### config.mk
export PLATFORM = sky130hd
export DESIGN_NAME = kmeq_ram
export DESIGN_NICKNAME = d
export VERILOG_FILES = /design/src/rtl/kmeq_ram.sv
export SDC_FILE = /design/constraint.sdc
export NUM_CORES = 1
export LEC_CHECK = 0
export BUFFER_PORTS_ARGS = -buffer_cell sky130_fd_sc_hd__buf_2
export CELL_PAD_IN_SITES_DETAIL_PLACEMENT = 0
export CELL_PAD_IN_SITES_GLOBAL_PLACEMENT = 1
export CORE_AREA = 4 4 102 104
export CTS_BUF_LIST = sky130_fd_sc_hd__clkbuf_4 sky130_fd_sc_hd__clkbuf_8
export DETAILED_ROUTE_END_ITERATION = 8
export DIE_AREA = 0 0 106 108
export PLACE_DENSITY = 0.79
export SYNTH_ARGS = -nofsm -noshare
export SYNTH_HDL_FRONTEND = slang
export SYNTH_SLANG_ARGS = --single-unit
### constraint.sdc
create_clock -name i_clk -period 2.3 [get_ports i_clk]
set_input_delay 0.23 -clock i_clk [delete_from_list [all_inputs] [get_ports i_clk]]
set_output_delay 0.23 -clock i_clk [all_outputs]
set_load 0.01 [all_outputs]
### src/rtl/kmeq_ram.sv
// generic single-port-write, single-port-read ram with registered read data
`timescale 1ns / 1ps

module kmeq_ram #(
    parameter int WIDTH = 8,
    parameter int DEPTH = 16
) (
    input  logic                     i_clk,
    input  logic                     i_wr_en,
    input  logic [$clog2(DEPTH)-1:0] i_wr_addr,
    input  logic [WIDTH-1:0]         i_wr_data,
    input  logic                     i_rd_en,
    input  logic [$clog2(DEPTH)-1:0] i_rd_addr,
    output logic [WIDTH-1:0]         o_rd_data
);

    logic [WIDTH-1:0] r_mem [DEPTH];
    logic [WIDTH-1:0] r_rd_data;

    // write port
    always_ff @(posedge i_clk) begin
        if (i_wr_en) begin
            r_mem[i_wr_addr] <= i_wr_data;
        end
    end

    // registered read port, old data on a same-address write
    always_ff @(posedge i_clk) begin
        if (i_rd_en) begin
            r_rd_data <= r_mem[i_rd_addr];
        end
    end

    assign o_rd_data = r_rd_data;

endmodule

==> flow_results.xml, run 1 <==
<?xml version="1.0" encoding="UTF-8"?>
<metrics>
  <group name="status">
    <metric name="outcome" unit="">finished clean</metric>
  </group>
  <group name="clock_network">
    <metric name="cts_inserted_buffers" unit="">17</metric>
    <metric name="clk-insertion-delay-late" unit="ns">0.42</metric>
    <metric name="cts_tree" unit="">yes</metric>
    <metric name="postCtsSetupBuffers" unit="">0</metric>
    <metric name="cts_repair_resize_count" unit="">0</metric>
    <metric name="cts_max_path_buffers" unit="">2</metric>
    <metric name="clkTransAtPathRegs" unit="ns">0.07</metric>
    <metric name="clock-sinks" unit="">136</metric>
    <metric name="cts-root-buf" unit="">sky130_fd_sc_hd__clkbuf_8</metric>
    <metric name="cts-hold-fix-buffers" unit="">0</metric>
    <metric name="cts-htree-levels" unit="">4</metric>
  </group>
  <group name="setup_path">
    <metric name="start_kind" unit="">flip-flop</metric>
    <metric name="critical_path.reg2reg.endpoint" unit="">o_rd_data[5]</metric>
    <metric name="worst-setup-path-type" unit="">flip-flop to flip-flop</metric>
    <metric name="startpoint" unit="">r_mem[1][5]</metric>
    <metric name="critical_path_cell_sequence" unit="">mux4_1 -&gt; a22oi_1 -&gt; nand2_1</metric>
    <metric name="endpoint_kind" unit="">flip-flop</metric>
    <metric name="path_delay_family" unit="">multiplexers</metric>
    <metric name="arrival" unit="ns">1.72</metric>
    <metric name="slowest_stage" unit="">sky130_fd_sc_hd__mux4_1</metric>
    <metric name="worst_ep_required_time" unit="ns">2.47</metric>
    <metric name="ff2ff_path_depth" unit="">3</metric>
    <metric name="cp_num_buf_inv" unit="">0</metric>
    <metric name="ff2ff_setup_slack" unit="ns">0.75</metric>
    <metric name="timing.critical_path.slowest_cell_delay" unit="ns">0.50</metric>
    <metric name="worstPathMaxFanout" unit="">1</metric>
    <metric name="crit-reg2reg-launch" unit="">r_mem[1][5]</metric>
  </group>
  <group name="global_route">
    <metric name="grt_max_degree" unit="">33</metric>
    <metric name="grt_use_total" unit="%">19.4</metric>
    <metric name="globalRoute.totalOverflow" unit="">0</metric>
    <metric name="global_route_wire_length_before_repair" unit="um">15400</metric>
    <metric name="via_count_of_the_first_global_routing_pass" unit="">2545</metric>
    <metric name="grt_antenna_before_repair" unit="">0</metric>
  </group>
  <group name="sta">
    <metric name="final_max_slew_viol_count" unit="">0</metric>
    <metric name="setup_total_negative_slack" unit="ns">0</metric>
    <metric name="tightest_slew" unit="ns">0.834</metric>
    <metric name="grt_setup_unrepaired" unit="">false</metric>
    <metric name="finalSetupViolations" unit="">0</metric>
    <metric name="period_share" unit="%">67.4</metric>
    <metric name="timing.clock.skew" unit="ns">0.00866</metric>
    <metric name="final_period_minus_worst_setup_slack" unit="ns">1.55</metric>
    <metric name="max_freq" unit="GHz">0.645</metric>
    <metric name="hold_viol" unit="">0</metric>
    <metric name="relSlewSlack" unit="%">44.2</metric>
  </group>
  <group name="power">
    <metric name="p_int" unit="uW">4090</metric>
    <metric name="p_seq_share" unit="%">55.5</metric>
    <metric name="power.density" unit="nW/um^2">840</metric>
    <metric name="share_comb_of_total_power" unit="%">5.1</metric>
    <metric name="vdd_drop_max" unit="mV">0.386</metric>
    <metric name="totalPowerFinal" unit="uW">5060</metric>
    <metric name="swShare" unit="%">19.1</metric>
    <metric name="switchingPower" unit="uW">964</metric>
    <metric name="clock_power_share" unit="%">39.5</metric>
    <metric name="static-leakage-power" unit="uW">0.00203</metric>
  </group>
  <group name="worst_hold_path">
    <metric name="endpoint_of_the_worst_hold_timing_path" unit="">o_rd_data[4]</metric>
    <metric name="min_path_cells" unit="">1</metric>
    <metric name="worst_hold_path_type" unit="">input pin to flip-flop</metric>
    <metric name="hp-start" unit="">i_rd_en</metric>
  </group>
  <group name="synthesis">
    <metric name="syn_inst_count" unit="">229</metric>
    <metric name="ys_warn_count" unit="">0</metric>
    <metric name="netlist.top_cell.by_area" unit="">sky130_fd_sc_hd__edfxtp_1</metric>
    <metric name="synth.top_cells.by_area" unit="">sky130_fd_sc_hd__edfxtp_1 78%, sky130_fd_sc_hd__mux4_2 7.8%, sky130_fd_sc_hd__mux4_1 7.0%</metric>
    <metric name="post_synthesis_sequential_area_ratio" unit="%">78.1</metric>
    <metric name="post_synth.cell_area_avg" unit="um^2">22.8</metric>
    <metric name="synthesized_netlist_net_count" unit="">248</metric>
    <metric name="register_bit_count_reported_by_yosys" unit="">136</metric>
    <metric name="synth_largest_type_area_fraction" unit="%">78.1</metric>
    <metric name="syn-cell-area" unit="um^2">5230</metric>
    <metric name="synthDistinctLibCells" unit="">18</metric>
  </group>
  <group name="die">
    <metric name="die_h" unit="um">108</metric>
    <metric name="boundaryPins" unit="">27</metric>
    <metric name="design.die.area" unit="um^2">11400</metric>
    <metric name="core" unit="um^2">9550</metric>
    <metric name="rows" unit="">36</metric>
    <metric name="start_util" unit="%">54.7</metric>
    <metric name="die_x" unit="um">106</metric>
  </group>
  <group name="run">
    <metric name="drv.max_cap_violation_count" unit="">0</metric>
  </group>
  <group name="detailed_routing">
    <metric name="drt_wl_total" unit="um">9930</metric>
    <metric name="drt_pre_antenna_iters" unit="">6</metric>
    <metric name="final_antenna_net_count" unit="">0</metric>
    <metric name="drc_errors" unit="">0</metric>
    <metric name="route.vias.total" unit="">2517</metric>
    <metric name="viasPerCell" unit="">5.87</metric>
    <metric name="routed_wirelength_normalized_by_instance_count" unit="um">23.1</metric>
    <metric name="dr.first_iter.drc_count" unit="">281</metric>
  </group>
  <group name="final_layout">
    <metric name="layout.cells.most_common" unit="">sky130_fd_sc_hd__edfxtp_1</metric>
    <metric name="finalInstanceArea" unit="um^2">6020</metric>
    <metric name="post_route_cells_drive_above_1_share" unit="%">30.7</metric>
    <metric name="finish.net_count" unit="">302</metric>
    <metric name="n_antenna_cell" unit="">0</metric>
    <metric name="most_frequent_cells_in_the_layout" unit="">136 x sky130_fd_sc_hd__edfxtp_1, 26 x sky130_fd_sc_hd__buf_2, 18 x sky130_fd_sc_hd__mux4_2</metric>
    <metric name="flow.area_growth_from_synthesis" unit="%">15.1</metric>
  </group>
  <group name="place">
    <metric name="portBuffers" unit="">26</metric>
    <metric name="final_replace_weighted_congestion" unit="">0.758</metric>
    <metric name="detailed_place.area" unit="um^2">5610</metric>
    <metric name="place.detailed.hpwl" unit="um">6220</metric>
  </group>
</metrics>
==> registers in the layout, indices dropped and copies added (netlist names) <==
signal	cells
o_rd_data	8
r_mem	128
==> per-stage QoR <==
step | hold WS [ns] | setup slack [ns] | std cells | utilization [%]
3_5_place_dp | 0.613 | 0.425 | 397 | 58.7
6_report | 0.180 | 0.749 | 429 | 63.0
4_1_cts | 0.146 | 0.758 | 429 | 63.0
2_1_floorplan | 0.329 | 0.577 | 229 | -
3_3_place_gp | 0.605 | 0.451 | 397 | 58.7
5_1_grt | 0.160 | 0.708 | 429 | 63.0
==> final cells by class <==
| class | count | area [um^2] |
|---|---|---|
| Clock buffer | 20 | 256 |
| Clock inverter | 12 | 156 |
| Fill cell | 666 | 3530 |
| Multi-Input combinational cell | 83 | 1060 |
| Sequential cell | 136 | 4080 |
| Tap cell | 133 | 166 |
| Timing Repair Buffer | 45 | 298 |
==> Yosys cell counts, drive strengths merged <==
library cell and number:
edfxtp 136, mux4 32, a22oi 16, nor2 13
nand2 9, buf 7, nor3 4, clkdlybuf4s25 3
nand2b 2, nand3b 2, and2 1, and2b 1
nand3 1, nor2b 1, or3b 1
==> worst max path at each step <==
stage | endpoint | slack [ns] | depth (start not counted)
floorplan | r_mem[0][0] | 0.58 | 2
global placement | o_rd_data[6] | 0.45 | 5
detailed placement | o_rd_data[2] | 0.43 | 5
CTS | o_rd_data[6] | 0.76 | 3
global route | o_rd_data[6] | 0.71 | 3
finish | o_rd_data[5] | 0.75 | 3
==> routing by layer <==
layer,up-vias,GRT usage [%],wire (um)
li1,1088,-,-
met1,1304,27.2,4240
met2,113,30.1,4870
met3,12,4.84,670
met4,0,7.22,140
met5,-,0,0
==> cells by family after synthesis <==
group	count (synthesis)	synth area share, %
compound gates	16	2.30
mux	32	14.8
simple gates	35	3.14
buf+inv	10	1.65
flops	136	78.1
==> power by group through the flow <==
stage          Combinational (uW)  Clock (uW)  Sequential (uW)
2_1_floorplan                 141           0             2860
4_1_cts                       262        2040             2810
5_1_grt                       280        2160             2810
3_5_place_dp                  260           0             2860
6_report                      256        2000             2800
3_3_place_gp                  253           0             2860
No activity file was read; power rests on OpenSTA's default activity.
==> run 2, diff against run 1 <==
==> constraint.sdc (replaced) <==
create_clock -name i_clk -period 1.5 [get_ports i_clk]
set_input_delay 0.15 -clock i_clk [delete_from_list [all_inputs] [get_ports i_clk]]
set_output_delay 0.15 -clock i_clk [all_outputs]
set_load 0.01 [all_outputs]
==> run 2 against run 1 <==
  * Combinational power increased by 69%
  * Cell count increased by 1.6%
  * Setup slack got worse by 0.71 ns
  * Critical path depth unchanged
  * Clock power increased by 44%
  * Global-route usage increased by 0.13 points
  * Final area increased by 1.3%
  * Clock-buffer cell count decreased by 3
  * Via count decreased by 0.87%
  * Register-to-register slack got worse by 0.71 ns
  * Clock skew increased by 0.00096 ns
==> flow_results.xml, run 2 (synthesis results as in run 1) <==
<?xml version="1.0" encoding="UTF-8"?>
<metrics>
  <group name="detailed_routing">
    <metric name="maxUsedRoutingLayer" unit="">met4</metric>
    <metric name="wl_met1" unit="um">4170</metric>
    <metric name="dr_wl_met3" unit="um">744</metric>
    <metric name="route.vias.total" unit="">2495</metric>
    <metric name="drt_wl_total" unit="um">10200</metric>
    <metric name="viasPerCell" unit="">5.72</metric>
    <metric name="dr.first_iter.drc_count" unit="">225</metric>
    <metric name="drt_pre_antenna_iters" unit="">5</metric>
    <metric name="routed_wirelength_normalized_by_instance_count" unit="um">23.3</metric>
    <metric name="final_antenna_net_count" unit="">0</metric>
    <metric name="drc_errors" unit="">0</metric>
    <metric name="routed-wl-met2" unit="um">5100</metric>
  </group>
  <group name="final_layout">
    <metric name="multiInputGateArea" unit="um^2">1080</metric>
    <metric name="finalInstanceArea" unit="um^2">6090</metric>
    <metric name="most_frequent_cells_in_the_layout" unit="">136 x sky130_fd_sc_hd__edfxtp_1, 26 x sky130_fd_sc_hd__buf_2, 22 x sky130_fd_sc_hd__buf_4</metric>
    <metric name="layout.cells.most_common" unit="">sky130_fd_sc_hd__edfxtp_1</metric>
    <metric name="post_route_cells_drive_above_1_share" unit="%">36.3</metric>
    <metric name="registers.top_by_ff_count" unit="">r_mem</metric>
    <metric name="flow.area_growth_from_synthesis" unit="%">16.6</metric>
    <metric name="final.fill_count" unit="">680</metric>
    <metric name="n_antenna_cell" unit="">0</metric>
    <metric name="seqCellArea" unit="um^2">4080</metric>
    <metric name="largest_register_ffs" unit="">128</metric>
    <metric name="stdcell_count" unit="">436</metric>
    <metric name="finish.net_count" unit="">309</metric>
  </group>
  <group name="setup_path">
    <metric name="worst_ep_required_time" unit="ns">1.68</metric>
    <metric name="worstPathMaxFanout" unit="">1</metric>
    <metric name="crit-reg2reg-launch" unit="">r_mem[11][7]</metric>
    <metric name="startpoint" unit="">r_mem[11][7]</metric>
    <metric name="endpoint_kind" unit="">flip-flop</metric>
    <metric name="worst-setup-path-type" unit="">flip-flop to flip-flop</metric>
    <metric name="arrival" unit="ns">1.64</metric>
    <metric name="start_kind" unit="">flip-flop</metric>
  </group>
  <group name="global_route">
    <metric name="via_count_of_the_first_global_routing_pass" unit="">2507</metric>
    <metric name="globalRoute.totalOverflow" unit="">0</metric>
    <metric name="global_route_wire_length_before_repair" unit="um">15500</metric>
    <metric name="grt_max_degree" unit="">17</metric>
    <metric name="grt_use_total" unit="%">19.5</metric>
    <metric name="grt_antenna_before_repair" unit="">0</metric>
  </group>
  <group name="worst_hold_path">
    <metric name="worst_hold_path_type" unit="">input pin to flip-flop</metric>
    <metric name="hp-start" unit="">i_rd_en</metric>
  </group>
  <group name="run">
    <metric name="drv.max_cap_violation_count" unit="">0</metric>
  </group>
  <group name="sta">
    <metric name="max_freq" unit="GHz">0.684</metric>
    <metric name="tightest_slew" unit="ns">0.793</metric>
    <metric name="hold_viol" unit="">0</metric>
    <metric name="grt_setup_unrepaired" unit="">false</metric>
    <metric name="relSlewSlack" unit="%">46.9</metric>
    <metric name="final_max_slew_viol_count" unit="">0</metric>
    <metric name="setup_total_negative_slack" unit="ns">0</metric>
    <metric name="final_period_minus_worst_setup_slack" unit="ns">1.46</metric>
    <metric name="setup_slack" unit="ns">0.0382</metric>
    <metric name="period_share" unit="%">97.5</metric>
    <metric name="timing.clock.skew" unit="ns">0.00962</metric>
    <metric name="finalSetupViolations" unit="">0</metric>
  </group>
  <group name="clock_network">
    <metric name="postCtsSetupBuffers" unit="">0</metric>
    <metric name="cts_max_path_buffers" unit="">2</metric>
    <metric name="cts-root-buf" unit="">sky130_fd_sc_hd__clkbuf_8</metric>
    <metric name="cts-htree-levels" unit="">4</metric>
    <metric name="clock-sinks" unit="">136</metric>
    <metric name="cts-hold-fix-buffers" unit="">0</metric>
    <metric name="cts_tree" unit="">yes</metric>
    <metric name="clk-insertion-delay-late" unit="ns">0.44</metric>
    <metric name="cts_inserted_buffers" unit="">17</metric>
    <metric name="clkTransAtPathRegs" unit="ns">0.08</metric>
  </group>
  <group name="die">
    <metric name="design.die.area" unit="um^2">11400</metric>
    <metric name="die_h" unit="um">108</metric>
    <metric name="start_util" unit="%">54.7</metric>
    <metric name="boundaryPins" unit="">27</metric>
    <metric name="rows" unit="">36</metric>
    <metric name="core" unit="um^2">9550</metric>
    <metric name="die_x" unit="um">106</metric>
  </group>
  <group name="power">
    <metric name="vdd_drop_max" unit="mV">0.646</metric>
    <metric name="power.density" unit="nW/um^2">1250</metric>
    <metric name="totalPowerFinal" unit="uW">7600</metric>
    <metric name="static-leakage-power" unit="uW">0.00204</metric>
  </group>
  <group name="place">
    <metric name="place.detailed.hpwl" unit="um">6610</metric>
    <metric name="dp_worst_setup_slack" unit="ns">-0.247</metric>
    <metric name="final_replace_weighted_congestion" unit="">0.702</metric>
    <metric name="portBuffers" unit="">26</metric>
    <metric name="detailed_place.area" unit="um^2">5690</metric>
    <metric name="dpl.cell_count" unit="">404</metric>
  </group>
  <group name="status">
    <metric name="outcome" unit="">finished clean</metric>
  </group>
</metrics>
## run 2: cell types whose count changed in the layout (fill, tap and decap cells not counted), sizes merged
cell,delta
inv,+1
clkbuf,-3
bufinv,-2
buf,+7
clkinvlp,+4
## run 2: cell type report
| class | count | share of cell area, % |
|---|---|---|
| flip-flops and latches | 136 | 67.0 |
| multi-input cells | 83 | 17.7 |
| repair buffers | 52 | 6.16 |
| clock buffers | 17 | 3.84 |
| well taps | 133 | 2.73 |
| clock inverters | 15 | 2.55 |
## run 2: path summary, 6_finish.rpt
path	endpoint	slack, ns	cells after the start
worst max-delay path	o_rd_data[7]	0.04	3
worst min-delay path	o_rd_data[1]	0.08	1
worst max register to register	o_rd_data[7]	0.04	3
worst min register to register	o_rd_data[2]	0.75	3
## run 2: per-stage QoR
step / util [%] / hold WS, ns
3_3_place_gp: 59.6 / 0.530
3_5_place_dp: 59.6 / 0.535
4_1_cts: 63.7 / 0.0556
2_1_floorplan: - / 0.249
6_report: 63.8 / 0.0755
5_1_grt: 63.8 / 0.0462
## run 2: worst max-delay path, stage by stage (launching register included)
cell                       delay, ns
sky130_fd_sc_hd__edfxtp_1       0.36
sky130_fd_sc_hd__mux4_2         0.50
sky130_fd_sc_hd__a22oi_2        0.23
sky130_fd_sc_hd__nand2_1        0.12
## run 2: power by group
group	switching, uW	internal (uW)	total, uW
clock network	1400	1470	2870
logic	242	191	433
registers	21.5	4280	4300
total	1660	5940	7600
## run 2: what timing repair did
item                       CTS  global route
cloned                       0             0
setup endpoints to repair    2             3
hold endpoints to repair     0             0
pin swaps                    0             0
resized for setup            2             5
## run 2: layer usage
metal | track usage (%) | up-vias
li1 | - | 1100
met5 | 0 | -
met4 | 7.22 | 0
met2 | 30.0 | 99
met3 | 5.55 | 14
met1 | 27.2 | 1282
